File: src/design/i2crw_pkg.sv
// ---------------------------------------------------------------------------
// i2crw_pkg
// Shared types, codes and constants of the I2C register writer: item codes,
// bus phase encoding, status codes, queue word layout and the codec defaults.
// ---------------------------------------------------------------------------
package i2crw_pkg;

    // Field widths
    localparam int IDX_W     = 6;
    localparam int VAL_W     = 9;
    localparam int PT_W      = 16;
    localparam int DEV_W     = 8;
    localparam int STAT_W    = 2;
    localparam int CMD_W     = 2;
    localparam int CFG_IDX_W = 2;
    localparam int BITC_W    = 4;
    localparam int BYTEC_W   = 2;

    // Register file size and configuration reset values
    localparam int                NUM_REGS_DEFAULT  = 56;
    localparam logic [PT_W-1:0]   PHASE_TICKS_RESET = 16'd5;
    localparam logic [DEV_W-1:0]  DEV_ADDR_RESET    = 8'h34;
    localparam logic [BITC_W-1:0] BITS_PER_BYTE     = 4'd8;

    // Configuration register indexes
    typedef enum logic [CFG_IDX_W-1:0] {
        CFG_PHASE_TICKS = 2'd0,
        CFG_DEV_ADDR    = 2'd1
    } cfg_reg_t;

    // Item codes
    typedef enum logic [CMD_W-1:0] {
        CMD_TICK  = 2'd0,
        CMD_WRITE = 2'd1,
        CMD_READ  = 2'd2
    } cmd_code_t;

    // Transfer status codes
    typedef enum logic [STAT_W-1:0] {
        STAT_OK        = 2'd0,
        STAT_ADDR_NACK = 2'd1,
        STAT_DATA_NACK = 2'd2
    } status_t;

    // Bus phases
    typedef enum logic [4:0] {
        PH_IDLE    = 5'd0,
        PH_START_A = 5'd1,
        PH_START_B = 5'd2,
        PH_START_C = 5'd3,
        PH_BIT_0   = 5'd4,
        PH_BIT_1   = 5'd5,
        PH_BIT_2   = 5'd6,
        PH_BIT_3   = 5'd7,
        PH_ACK_0   = 5'd8,
        PH_ACK_1   = 5'd9,
        PH_ACK_2   = 5'd10,
        PH_ACK_3   = 5'd11,
        PH_STOP_A  = 5'd12,
        PH_STOP_B  = 5'd13,
        PH_STOP_C  = 5'd14
    } bus_phase_t;

    // Classified word passed from front to back
    typedef struct packed {
        cmd_code_t        kind;
        logic             in_range;
        logic [IDX_W-1:0] idx;
        logic [VAL_W-1:0] value;
        logic             sda_in;
    } queue_word_t;

    // Codec register defaults, entries past the table read as zero
    localparam logic [VAL_W-1:0] CODEC_DEFAULTS [64] = '{
        9'h097, 9'h097, 9'h000, 9'h000, 9'h000, 9'h008, 9'h000, 9'h00A,
        9'h1C0, 9'h000, 9'h0FF, 9'h0FF, 9'h000, 9'h000, 9'h000, 9'h000,
        9'h000, 9'h07B, 9'h100, 9'h032, 9'h000, 9'h0C3, 9'h0C3, 9'h1C0,
        9'h000, 9'h000, 9'h000, 9'h000, 9'h000, 9'h000, 9'h000, 9'h000,
        9'h100, 9'h100, 9'h050, 9'h050, 9'h050, 9'h050, 9'h000, 9'h000,
        9'h000, 9'h000, 9'h040, 9'h000, 9'h000, 9'h050, 9'h050, 9'h000,
        9'h000, 9'h037, 9'h04D, 9'h080, 9'h008, 9'h031, 9'h026, 9'h0ED,
        9'h000, 9'h000, 9'h000, 9'h000, 9'h000, 9'h000, 9'h000, 9'h000
    };

    function automatic logic [VAL_W-1:0] codec_default(input logic [IDX_W-1:0] idx);
        return CODEC_DEFAULTS[idx];
    endfunction

endpackage

File: src/design/i2crw_front.sv
// ---------------------------------------------------------------------------
// i2crw_front
// Accepts input words, classifies the command and index range, and holds
// them in a two-entry queue for the bus sequencer.
// ---------------------------------------------------------------------------
module i2crw_front
    import i2crw_pkg::*;
#(
    parameter int NUM_REGS = NUM_REGS_DEFAULT
) (
    input  logic             aclk,
    input  logic             aresetn,
    input  logic             s_valid,
    output logic             s_ready,
    input  logic [CMD_W-1:0] s_command,
    input  logic [IDX_W-1:0] s_reg_index,
    input  logic [VAL_W-1:0] s_reg_value,
    input  logic             s_sda_in,
    output logic             q_valid,
    output queue_word_t      q_word,
    input  logic             q_pop
);

    localparam int QDEPTH = 2;
    localparam int QPTR_W = 1;

    queue_word_t             slot_reg [QDEPTH];
    logic [QPTR_W-1:0]       wr_ptr_reg, wr_ptr_next;
    logic [QPTR_W-1:0]       rd_ptr_reg, rd_ptr_next;
    logic [QPTR_W:0]         count_reg, count_next;
    queue_word_t             in_word;
    logic                    push;

    // Classify the incoming word; unused command code acts as a tick
    always_comb begin
        unique case (s_command)
            CMD_WRITE: in_word.kind = CMD_WRITE;
            CMD_READ:  in_word.kind = CMD_READ;
            default:   in_word.kind = CMD_TICK;
        endcase
        in_word.in_range = ({1'b0, s_reg_index} < (IDX_W+1)'(NUM_REGS));
        in_word.idx      = s_reg_index;
        in_word.value    = s_reg_value;
        in_word.sda_in   = s_sda_in;
    end

    assign s_ready = (count_reg < (QPTR_W+1)'(QDEPTH));
    assign push    = s_valid && s_ready;
    assign q_valid = (count_reg != '0);
    assign q_word  = slot_reg[rd_ptr_reg];

    // Advance pointers and count
    always_comb begin
        wr_ptr_next = push  ? wr_ptr_reg + 1'b1 : wr_ptr_reg;
        rd_ptr_next = q_pop ? rd_ptr_reg + 1'b1 : rd_ptr_reg;
        count_next  = count_reg + (QPTR_W+1)'(push) - (QPTR_W+1)'(q_pop);
    end

    always_ff @(posedge aclk) begin
        if (!aresetn) begin
            wr_ptr_reg <= '0;
            rd_ptr_reg <= '0;
            count_reg  <= '0;
        end else begin
            wr_ptr_reg <= wr_ptr_next;
            rd_ptr_reg <= rd_ptr_next;
            count_reg  <= count_next;
        end
    end

    // Store the word
    always_ff @(posedge aclk) begin
        if (push) begin
            slot_reg[wr_ptr_reg] <= in_word;
        end
    end

endmodule

File: src/design/i2crw_back.sv
// ---------------------------------------------------------------------------
// i2crw_back
// Bus sequencer and shadow register file. Takes one queued word per cycle
// if not stalled, steps the I2C write sequence one tick, registers its result.
// ---------------------------------------------------------------------------
module i2crw_back
    import i2crw_pkg::*;
#(
    parameter int NUM_REGS = NUM_REGS_DEFAULT
) (
    input  logic                 aclk,
    input  logic                 aresetn,
    input  logic                 cfg_valid,
    input  logic [CFG_IDX_W-1:0] cfg_index,
    input  logic [PT_W-1:0]      cfg_data,
    input  logic                 q_valid,
    input  queue_word_t          q_word,
    output logic                 q_pop,
    output logic                 m_valid,
    input  logic                 m_ready,
    output logic                 m_scl_out,
    output logic                 m_sda_out,
    output logic                 m_busy_res,
    output logic                 m_done_res,
    output logic [STAT_W-1:0]    m_status,
    output logic [VAL_W-1:0]     m_read_data
);

    localparam int ADDR_W = (NUM_REGS > 1) ? $clog2(NUM_REGS) : 1;

    // Configuration
    logic [PT_W-1:0]    phase_ticks_reg;
    logic [DEV_W-1:0]   dev_addr_reg;

    // Sequencer state
    bus_phase_t         phase_reg, phase_next, phase_e;
    logic [PT_W-1:0]    timer_reg, timer_next, timer_e;
    logic [BITC_W-1:0]  bitc_reg, bitc_next, bitc_e, bitc_inc;
    logic [BYTEC_W-1:0] bytec_reg, bytec_next, bytec_e, bytec_inc;
    logic [DEV_W-1:0]   shift_reg, shift_next, shift_e;
    logic [IDX_W-1:0]   hidx_reg, hidx_next, hidx_e;
    logic [VAL_W-1:0]   hval_reg, hval_next, hval_e;
    logic [STAT_W-1:0]  status_reg, status_next, status_e;

    // Step outputs
    logic               scl, sda, busy, done, mem_we;
    logic [PT_W:0]      limit, timer_inc;
    logic               advance;

    // Shadow store
    logic [VAL_W-1:0]   shadow_mem [NUM_REGS];
    logic [NUM_REGS-1:0] written_reg;
    logic [ADDR_W-1:0]  raddr, waddr;
    logic               rd_hit;

    // Result word
    logic               m_valid_reg, m_valid_next;
    logic               scl_reg, sda_reg, busy_reg, done_reg;
    logic [STAT_W-1:0]  ostat_reg;
    logic               rd_hit_reg, written_hit_reg;
    logic [VAL_W-1:0]   rdata_reg, dflt_reg;

    // Take a word whenever the result register is free or drains
    assign advance = q_valid && (!m_valid_reg || m_ready);
    assign q_pop   = advance;

    // Hold configuration words
    always_ff @(posedge aclk) begin
        if (!aresetn) begin
            phase_ticks_reg <= PHASE_TICKS_RESET;
            dev_addr_reg    <= DEV_ADDR_RESET;
        end else if (cfg_valid) begin
            if (cfg_index == CFG_PHASE_TICKS) begin
                phase_ticks_reg <= cfg_data;
            end
            if (cfg_index == CFG_DEV_ADDR) begin
                dev_addr_reg <= cfg_data[DEV_W-1:0];
            end
        end
    end

    // One tick of the bus sequence
    always_comb begin
        phase_e  = phase_reg;
        timer_e  = timer_reg;
        bitc_e   = bitc_reg;
        bytec_e  = bytec_reg;
        shift_e  = shift_reg;
        hidx_e   = hidx_reg;
        hval_e   = hval_reg;
        status_e = status_reg;

        // Launch a transfer on a write while idle
        if (phase_reg == PH_IDLE && q_word.kind == CMD_WRITE) begin
            phase_e  = PH_START_A;
            timer_e  = '0;
            bitc_e   = '0;
            bytec_e  = '0;
            shift_e  = dev_addr_reg;
            hidx_e   = q_word.idx;
            hval_e   = q_word.value;
            status_e = STAT_OK;
        end

        phase_next  = phase_e;
        timer_next  = timer_e;
        bitc_next   = bitc_e;
        bytec_next  = bytec_e;
        shift_next  = shift_e;
        hidx_next   = hidx_e;
        hval_next   = hval_e;
        status_next = status_e;

        scl    = 1'b1;
        sda    = 1'b1;
        busy   = 1'b0;
        done   = 1'b0;
        mem_we = 1'b0;

        limit     = (phase_ticks_reg == '0) ? (PT_W+1)'(1) : {1'b0, phase_ticks_reg};
        timer_inc = {1'b0, timer_e} + (PT_W+1)'(1);
        bitc_inc  = bitc_e + 1'b1;
        bytec_inc = bytec_e + 1'b1;

        if (phase_e != PH_IDLE) begin
            busy = 1'b1;

            // Drive the lines for this phase
            unique case (phase_e)
                PH_START_B: begin scl = 1'b1; sda = 1'b0; end
                PH_START_C: begin scl = 1'b0; sda = 1'b0; end
                PH_BIT_0, PH_BIT_1: begin scl = 1'b0; sda = shift_e[DEV_W-1]; end
                PH_BIT_2, PH_BIT_3: begin scl = 1'b1; sda = shift_e[DEV_W-1]; end
                PH_ACK_0, PH_ACK_1: begin scl = 1'b0; sda = 1'b1; end
                PH_STOP_A: begin scl = 1'b0; sda = 1'b0; end
                PH_STOP_B: begin scl = 1'b1; sda = 1'b0; end
                default:   begin scl = 1'b1; sda = 1'b1; end
            endcase

            if (timer_inc < limit) begin
                timer_next = timer_inc[PT_W-1:0];
            end else begin
                timer_next = '0;
                unique case (phase_e)
                    PH_START_A: phase_next = PH_START_B;
                    PH_START_B: phase_next = PH_START_C;
                    PH_START_C: phase_next = PH_BIT_0;
                    PH_BIT_0:   phase_next = PH_BIT_1;
                    PH_BIT_1:   phase_next = PH_BIT_2;
                    PH_BIT_2:   phase_next = PH_BIT_3;
                    PH_BIT_3: begin
                        shift_next = {shift_e[DEV_W-2:0], 1'b0};
                        bitc_next  = bitc_inc;
                        phase_next = (bitc_inc >= BITS_PER_BYTE) ? PH_ACK_0 : PH_BIT_0;
                    end
                    PH_ACK_0:   phase_next = PH_ACK_1;
                    PH_ACK_1:   phase_next = PH_ACK_2;
                    PH_ACK_2:   phase_next = PH_ACK_3;
                    PH_ACK_3: begin
                        if (q_word.sda_in) begin
                            // Not acknowledged: flag and stop
                            status_next = (bytec_e == '0) ? STAT_ADDR_NACK : STAT_DATA_NACK;
                            phase_next  = PH_STOP_A;
                        end else begin
                            bytec_next = bytec_inc;
                            bitc_next  = '0;
                            if (bytec_inc == 2'd1) begin
                                shift_next = {1'b0, hidx_e, hval_e[VAL_W-1]};
                                phase_next = PH_BIT_0;
                            end else if (bytec_inc == 2'd2) begin
                                shift_next = hval_e[DEV_W-1:0];
                                phase_next = PH_BIT_0;
                            end else begin
                                phase_next = PH_STOP_A;
                            end
                        end
                    end
                    PH_STOP_A:  phase_next = PH_STOP_B;
                    PH_STOP_B:  phase_next = PH_STOP_C;
                    PH_STOP_C: begin
                        mem_we     = (status_e == STAT_OK)
                                     && ({1'b0, hidx_e} < (IDX_W+1)'(NUM_REGS));
                        done       = 1'b1;
                        phase_next = PH_IDLE;
                    end
                    default:    phase_next = PH_IDLE;
                endcase
            end
        end
    end

    // Sequencer state register
    always_ff @(posedge aclk) begin
        if (!aresetn) begin
            phase_reg  <= PH_IDLE;
            timer_reg  <= '0;
            bitc_reg   <= '0;
            bytec_reg  <= '0;
            shift_reg  <= '0;
            hidx_reg   <= '0;
            hval_reg   <= '0;
            status_reg <= STAT_OK;
        end else if (advance) begin
            phase_reg  <= phase_next;
            timer_reg  <= timer_next;
            bitc_reg   <= bitc_next;
            bytec_reg  <= bytec_next;
            shift_reg  <= shift_next;
            hidx_reg   <= hidx_next;
            hval_reg   <= hval_next;
            status_reg <= status_next;
        end
    end

    // Shadow addresses; out-of-range reads use entry zero and return zero
    assign rd_hit = (q_word.kind == CMD_READ) && q_word.in_range;
    assign raddr  = q_word.in_range ? q_word.idx[ADDR_W-1:0] : '0;
    assign waddr  = mem_we ? hidx_e[ADDR_W-1:0] : '0;

    // Shadow array: read before this tick's write
    always_ff @(posedge aclk) begin
        if (advance) begin
            rdata_reg <= shadow_mem[raddr];
            if (mem_we) begin
                shadow_mem[waddr] <= hval_e;
            end
        end
    end

    // Mark entries that hold a written value
    always_ff @(posedge aclk) begin
        if (!aresetn) begin
            written_reg <= '0;
        end else if (advance && mem_we) begin
            written_reg[waddr] <= 1'b1;
        end
    end

    // Result word register
    always_comb begin
        m_valid_next = m_valid_reg;
        if (advance) begin
            m_valid_next = 1'b1;
        end else if (m_ready) begin
            m_valid_next = 1'b0;
        end
    end

    always_ff @(posedge aclk) begin
        if (!aresetn) begin
            m_valid_reg <= 1'b0;
        end else begin
            m_valid_reg <= m_valid_next;
        end
    end

    always_ff @(posedge aclk) begin
        if (advance) begin
            scl_reg         <= scl;
            sda_reg         <= sda;
            busy_reg        <= busy;
            done_reg        <= done;
            ostat_reg       <= status_next;
            rd_hit_reg      <= rd_hit;
            written_hit_reg <= written_reg[raddr];
            dflt_reg        <= codec_default(q_word.idx);
        end
    end

    assign m_valid     = m_valid_reg;
    assign m_scl_out   = scl_reg;
    assign m_sda_out   = sda_reg;
    assign m_busy_res  = busy_reg;
    assign m_done_res  = done_reg;
    assign m_status    = ostat_reg;
    assign m_read_data = !rd_hit_reg     ? '0 :
                         written_hit_reg ? rdata_reg : dflt_reg;

endmodule

File: src/design/i2c_codec_register_writer.sv
// ---------------------------------------------------------------------------
// i2c_codec_register_writer
// I2C master write sequencer with a shadow copy of the codec registers.
// ---------------------------------------------------------------------------
// Each input word is one bus tick and yields exactly one result word. The
// block sustains one word per clock while the result side is not stalled:
// a two-entry queue takes words while the sequencer steps one tick per cycle,
// and a result is presented the cycle after its word is taken. The shadow
// store is one array, read once and written at most once per tick; it needs no
// clearing pass after reset, since per-entry written flags fall back to the
// codec defaults. A write command while idle starts start/address/index/data/
// stop on the SCL/SDA drives, each phase lasting phase_ticks ticks.
module i2c_codec_register_writer
    import i2crw_pkg::*;
#(
    parameter int NUM_REGS = NUM_REGS_DEFAULT
) (
    input  logic                 aclk,
    input  logic                 aresetn,
    // Configuration write channel
    input  logic                 cfg_valid,
    output logic                 cfg_ready,
    input  logic [CFG_IDX_W-1:0] cfg_index,
    input  logic [PT_W-1:0]      cfg_data,
    // Input channel
    input  logic                 s_valid,
    output logic                 s_ready,
    input  logic [CMD_W-1:0]     s_command,
    input  logic [IDX_W-1:0]     s_reg_index,
    input  logic [VAL_W-1:0]     s_reg_value,
    input  logic                 s_sda_in,
    // Result channel
    output logic                 m_valid,
    input  logic                 m_ready,
    output logic                 m_scl_out,
    output logic                 m_sda_out,
    output logic                 m_busy_res,
    output logic                 m_done_res,
    output logic [STAT_W-1:0]    m_status,
    output logic [VAL_W-1:0]     m_read_data
);

    logic        q_valid;
    logic        q_pop;
    queue_word_t q_word;

    assign cfg_ready = 1'b1;

    i2crw_front #(
        .NUM_REGS (NUM_REGS)
    ) u_front (
        .aclk        (aclk),
        .aresetn     (aresetn),
        .s_valid     (s_valid),
        .s_ready     (s_ready),
        .s_command   (s_command),
        .s_reg_index (s_reg_index),
        .s_reg_value (s_reg_value),
        .s_sda_in    (s_sda_in),
        .q_valid     (q_valid),
        .q_word      (q_word),
        .q_pop       (q_pop)
    );

    i2crw_back #(
        .NUM_REGS (NUM_REGS)
    ) u_back (
        .aclk        (aclk),
        .aresetn     (aresetn),
        .cfg_valid   (cfg_valid),
        .cfg_index   (cfg_index),
        .cfg_data    (cfg_data),
        .q_valid     (q_valid),
        .q_word      (q_word),
        .q_pop       (q_pop),
        .m_valid     (m_valid),
        .m_ready     (m_ready),
        .m_scl_out   (m_scl_out),
        .m_sda_out   (m_sda_out),
        .m_busy_res  (m_busy_res),
        .m_done_res  (m_done_res),
        .m_status    (m_status),
        .m_read_data (m_read_data)
    );

    // A finishing tick always belongs to a transfer
    assert property (@(posedge aclk) disable iff (!aresetn)
        m_valid && m_done_res |-> m_busy_res)
        else $error("done word without busy");

    // Lines are released whenever no transfer is running
    assert property (@(posedge aclk) disable iff (!aresetn)
        m_valid && !m_busy_res |-> m_scl_out && m_sda_out)
        else $error("bus driven outside a transfer");

    // No result word right after reset
    assert property (@(posedge aclk)
        !aresetn |=> !m_valid)
        else $error("result word valid after reset");

endmodule

File: config.mk
export PLATFORM = sky130hd
export DESIGN_NAME = i2c_codec_register_writer
export DESIGN_NICKNAME = d
export VERILOG_FILES = /design/src/design/i2crw_pkg.sv /design/src/design/i2crw_front.sv /design/src/design/i2crw_back.sv /design/src/design/i2c_codec_register_writer.sv
export SDC_FILE = /design/constraint.sdc
export NUM_CORES = 1
export LEC_CHECK = 0
export BUFFER_PORTS_ARGS = -buffer_cell sky130_fd_sc_hd__buf_2
export CAP_MARGIN = 15
export CELL_PAD_IN_SITES_DETAIL_PLACEMENT = 0
export CELL_PAD_IN_SITES_GLOBAL_PLACEMENT = 2
export CORE_ASPECT_RATIO = 0.5
export CORE_MARGIN = 1.5
export CORE_UTILIZATION = 40
export CTS_CLUSTER_DIAMETER = 200
export DETAILED_ROUTE_END_ITERATION = 8
export PLACE_DENSITY_LB_ADDON = 0.05
export RECOVER_POWER = 25
export SYNTH_ARGS = -nofsm -noshare
export SYNTH_HDL_FRONTEND = slang
export SYNTH_SLANG_ARGS = --single-unit
export TNS_END_PERCENT = 30
File: constraint.sdc
create_clock -name aclk -period 5.44 [get_ports aclk]
set_input_delay 0.272 -clock aclk [delete_from_list [all_inputs] [get_ports aclk]]
set_output_delay 0.272 -clock aclk [all_outputs]
set_load 0.02 [all_outputs]
==> impl_results.md <==
- Outcome: finished, violations left
- Failing checks: max-capacitance violations, max-slew violations
- Async S/R FF share, synth: 0%
- Post-Syn Instances: between 2k and 3k
- Final Setup Violations: 0
- Synth Area per Inst: between 10 and 15 sq um
- CTS tree: built
- Placer Congestion: ~0.87
- CP startpoint kind: flip-flop
- Dominant cells by area after synthesis: edfxtp_1 56%, dfxtp_1 9.1%, nand2_1 5.1%
- First-pass GRT wire length: between 100 and 150 mm
- CTS buffer count: 68
- Fmax: approximately 200 MHz
- Final HPWL DP: approximately 64 mm
- IO buf count: between 50 and 60
- CP Buf/Inv Count: 2
- Max FFs per register: slightly above 500
- Clock Latency Late Sink: 0.66 ns
- Gr ovfl total: 0
- Mapped Area: approximately 30000 sq um
- R2R Path End: u_back.shadow_mem[15][2]
- Filler cell count: about 7k
- R2R depth: 20
- PnR worst setup slack: between 0.4 and 0.5 ns
- Final period util: between 90 and 100%
- Worst R2R Setup Slack: ~0.5 ns
- Biggest area consumer among synthesized cells: edfxtp_1
- Post-synth cell types: 87
- Final core occ: about 46%
- Top cell type's share of synthesized area: between 50% and 60%
- Ys Warns: 0
- Die area: a little under 80000 sq um
- Post-synth net total: ~2.6k
- Number of synthesized register bits: 706
- Worst VDD drop: 0.277 mV
- CP peak stage delay: around 0.66 ns
- Pwr dens: between 400 and 500 nW/um^2
- Setup Slack @ Placement: a little over 0.2 ns
- Layout Nets: between 2k and 3k
- # DRC: 0
- R2r startpoint: u_front.slot_reg[1][17]
- Max-slew headroom: -44.5%
- Max-cap viol count: 2
- Initial core utilization: slightly above 40%
- Top-Level Pins: 59
- Layout cells sized above 1: about an eighth
- Routed len/inst: 26.8 um
- Initial antenna violation count: 11
- Tot GR Track Use: roughly a quarter
- RSZ-0062 raised after global routing: yes
- CP required: approximately 5.7 ns
- Via density: approximately 5.8
- Hold crit path type: in2reg
- Crit path DAT: roughly 5.2 ns
- Clock slew at reported path FFs: 0.06 ns
- Post-synth top flop: edfxtp_1
- Gr busiest metal: met2
- Total number of vias: approximately 21k
- Min-delay src: s_valid
- CP Max Fanout: 13
- Area growth syn-to-layout: 14.3%
- First-pass DRT Iterations: 6
- Worst Hold End: u_front.wr_ptr_reg
- Area of the core: roughly 75000 sq um
- Final Critical Period: about 5 ns
- Endpoint class of the critical path: flip-flop
- Vias in the first global route: roughly 21k
- Final Skew: 0.0245 ns
- Slowest-stage cell, CP: nor2_1
- Grt met2 use: between 30% and 40%
- Pleak: 0.0116 uW
- H-Tree Depth: 3
- Critical Path Source: u_front.slot_reg[1][17]
- Initial DRC count: approximately 2.2k
- Worst Hold Depth: 4
- Worst Max-Slew Pin Slew: between 2 and 2.5 ns
- Clock root cell: clkbuf_16
- Ordered list of cells on the worst path: and3b_1 -> o211ai_4 -> and2_1 -> ha_1 -> nand3_1 -> nor2_1 -> nand4_1 -> nor2_1 -> xnor2_1 -> nor2_1 -> ha_1 -> nand2_1 -> o21ai_0 -> a211oi_1 -> o22ai_2 -> or2_1 -> buf_4 -> nand3_1 -> buf_4 -> nor2_1
- Clk sink count: just over 700
- Chip Width: between 300 and 400 um
- Chip height: 198 um
- Final count of hold timing violations: 0
- Crit-path leading delay family: simple AND/OR/NAND/NOR gates
- DRT Wirelength: about 99 mm
- Hold WS: between 0.1 and 0.15 ns
- Cell area after layout: about 35000 sq um
- Slew Limit Fails: 60
- Met3 usage: 5.92%
- Pin count of the biggest net entering global routing: 72
- # rows: 71
- Area after DPL: ~32000 sq um
- Most common cell on crit path: nor2_1
- Maximum buffer depth of the clock tree: 3
- Routed Antenna Nets: 0
- Post-synth EDFFs: 568
- Met1 Track Usage GR: between 30% and 40%
- Sequential fraction of the synthesis area: 65.2%
- Critical path class: reg2reg
routing by layer:
| metal | share of wire [%] | wire [um] |
|---|---|---|
| met4 | 1.7 | 1650 |
| met3 | 8.4 | 8270 |
| met5 | 0.013 | 13 |
| met1 | 45 | 44900 |
| met2 | 45 | 44100 |
where the power goes:
group / total, uW / internal [uW] / switching [uW]
Clock: 4750 / 2590 / 2160
Combinational: 4990 / 1310 / 3680
Sequential: 6620 / 6500 / 123
Total: 16400 / 10400 / 5960
what timing repair did:
item	in CTS	in global routing
endpoints found under the hold margin	63	0
setup buffers	0	0
gates resized for setup	0	8
hold buffers	35	0
endpoints found under the setup margin	0	83
cell usage after synthesis (all sizes together), types with 10 or more instances:
| master | number |
|---|---|
| a32oi | 14 |
| and3 | 78 |
| and2 | 10 |
| buf | 101 |
| nand3 | 127 |
| a311o | 21 |
| a211oi | 76 |
| nor3 | 60 |
| xnor2 | 12 |
| mux2i | 60 |
| dfxtp | 138 |
| a31oi | 46 |
| mux2 | 10 |
| o21ai | 97 |
| edfxtp | 568 |
| ha | 30 |
| nor2 | 126 |
| nor2b | 18 |
| nand2b | 11 |
| nand4 | 10 |
| nand2 | 413 |
| clkbuf | 74 |
| a21oi | 123 |
| a311oi | 15 |
| inv | 32 |
| nor4b | 10 |
| o221ai | 79 |
cells in the final DEF, fill, tap and decap left out, types with 7 or more instances in the layout:
cell | Yosys | routed
edfxtp_1 | 568 | 568
nand2_1 | 410 | 406
dfxtp_1 | 138 | 137
nand3_1 | 126 | 126
nor2_1 | 122 | 121
a21oi_1 | 121 | 118
o21ai_0 | 94 | 89
buf_4 | 12 | 87
o221ai_1 | 79 | 79
and3_1 | 78 | 78
a211oi_1 | 76 | 76
clkbuf_16 | 0 | 69
mux2i_1 | 60 | 59
nor3_1 | 58 | 51
a31oi_1 | 46 | 46
clkbuf_1 | 74 | 39
buf_2 | 72 | 39
dlygate4sd3_1 | 0 | 35
inv_1 | 31 | 30
ha_1 | 30 | 30
a311o_1 | 21 | 21
nor2b_1 | 18 | 17
a311oi_1 | 15 | 15
clkinv_2 | 0 | 14
a32oi_1 | 14 | 14
xnor2_1 | 12 | 12
nand2b_1 | 11 | 11
clkinv_1 | 1 | 11
nand4_1 | 10 | 10
nor4b_1 | 10 | 10
nor3_2 | 2 | 9
mux2_2 | 9 | 9
xor2_1 | 9 | 9
a221o_1 | 9 | 9
and2_1 | 10 | 8
or4_1 | 8 | 8
clkbuf_4 | 0 | 8
nor4_1 | 7 | 7
or2_2 | 7 | 7
cell families after synthesis:
group	count (synthesis)	share of synthesized area [%]
fa+ha+maj	30	1.23
buf+inv	208	3.16
flops	706	65.2
xor+xnor	21	0.605
mux	79	3.06
simple gates	904	13.8
other cells	1	0.0123
compound gates	559	12.9
per-stage QoR:
step           power [uW]  TNS, ns  cells
6_report            16400        0   3691
5_1_grt             17000   -0.415   3685
4_1_cts             16500        0   3669
3_5_place_dp        11700        0   3508
3_3_place_gp        11700        0   3508
2_1_floorplan        9410        0   2508
layout make-up:
type	count	area, sq um	area share, %
Clock buffer	90	1870	5.37
Clock inverter	36	328	0.944
Sequential cell	706	19800	57.1
Antenna cell	6	15.0	0.0432
Inverter	33	125	0.360
Timing Repair Buffer	204	1490	4.29
Multi-Input combinational cell	1594	9810	28.2
Tap cell	1022	1280	3.68
worst max-delay path by stage:
stage / slack, ns / depth (start not counted) / endpoint
CTS: 0.18 / 19 / u_back.shadow_mem[10][0]
detailed placement: 0.21 / 19 / u_back.shadow_mem[32][1]
global placement: 0.26 / 19 / u_back.shadow_mem[10][2]
finish: 0.50 / 20 / u_back.shadow_mem[15][2]
floorplan: 0.12 / 24 / u_back.shadow_mem[18][0]
global route: -0.03 / 20 / u_back.shadow_mem[15][7]
tightest hold or removal path, stage by stage:
cell and delay, ns:
buf_2 0.09, nor2b_1 0.16, xnor2_1 0.14, nor2_1 0.04
Power figures use the tool's default switching activity.
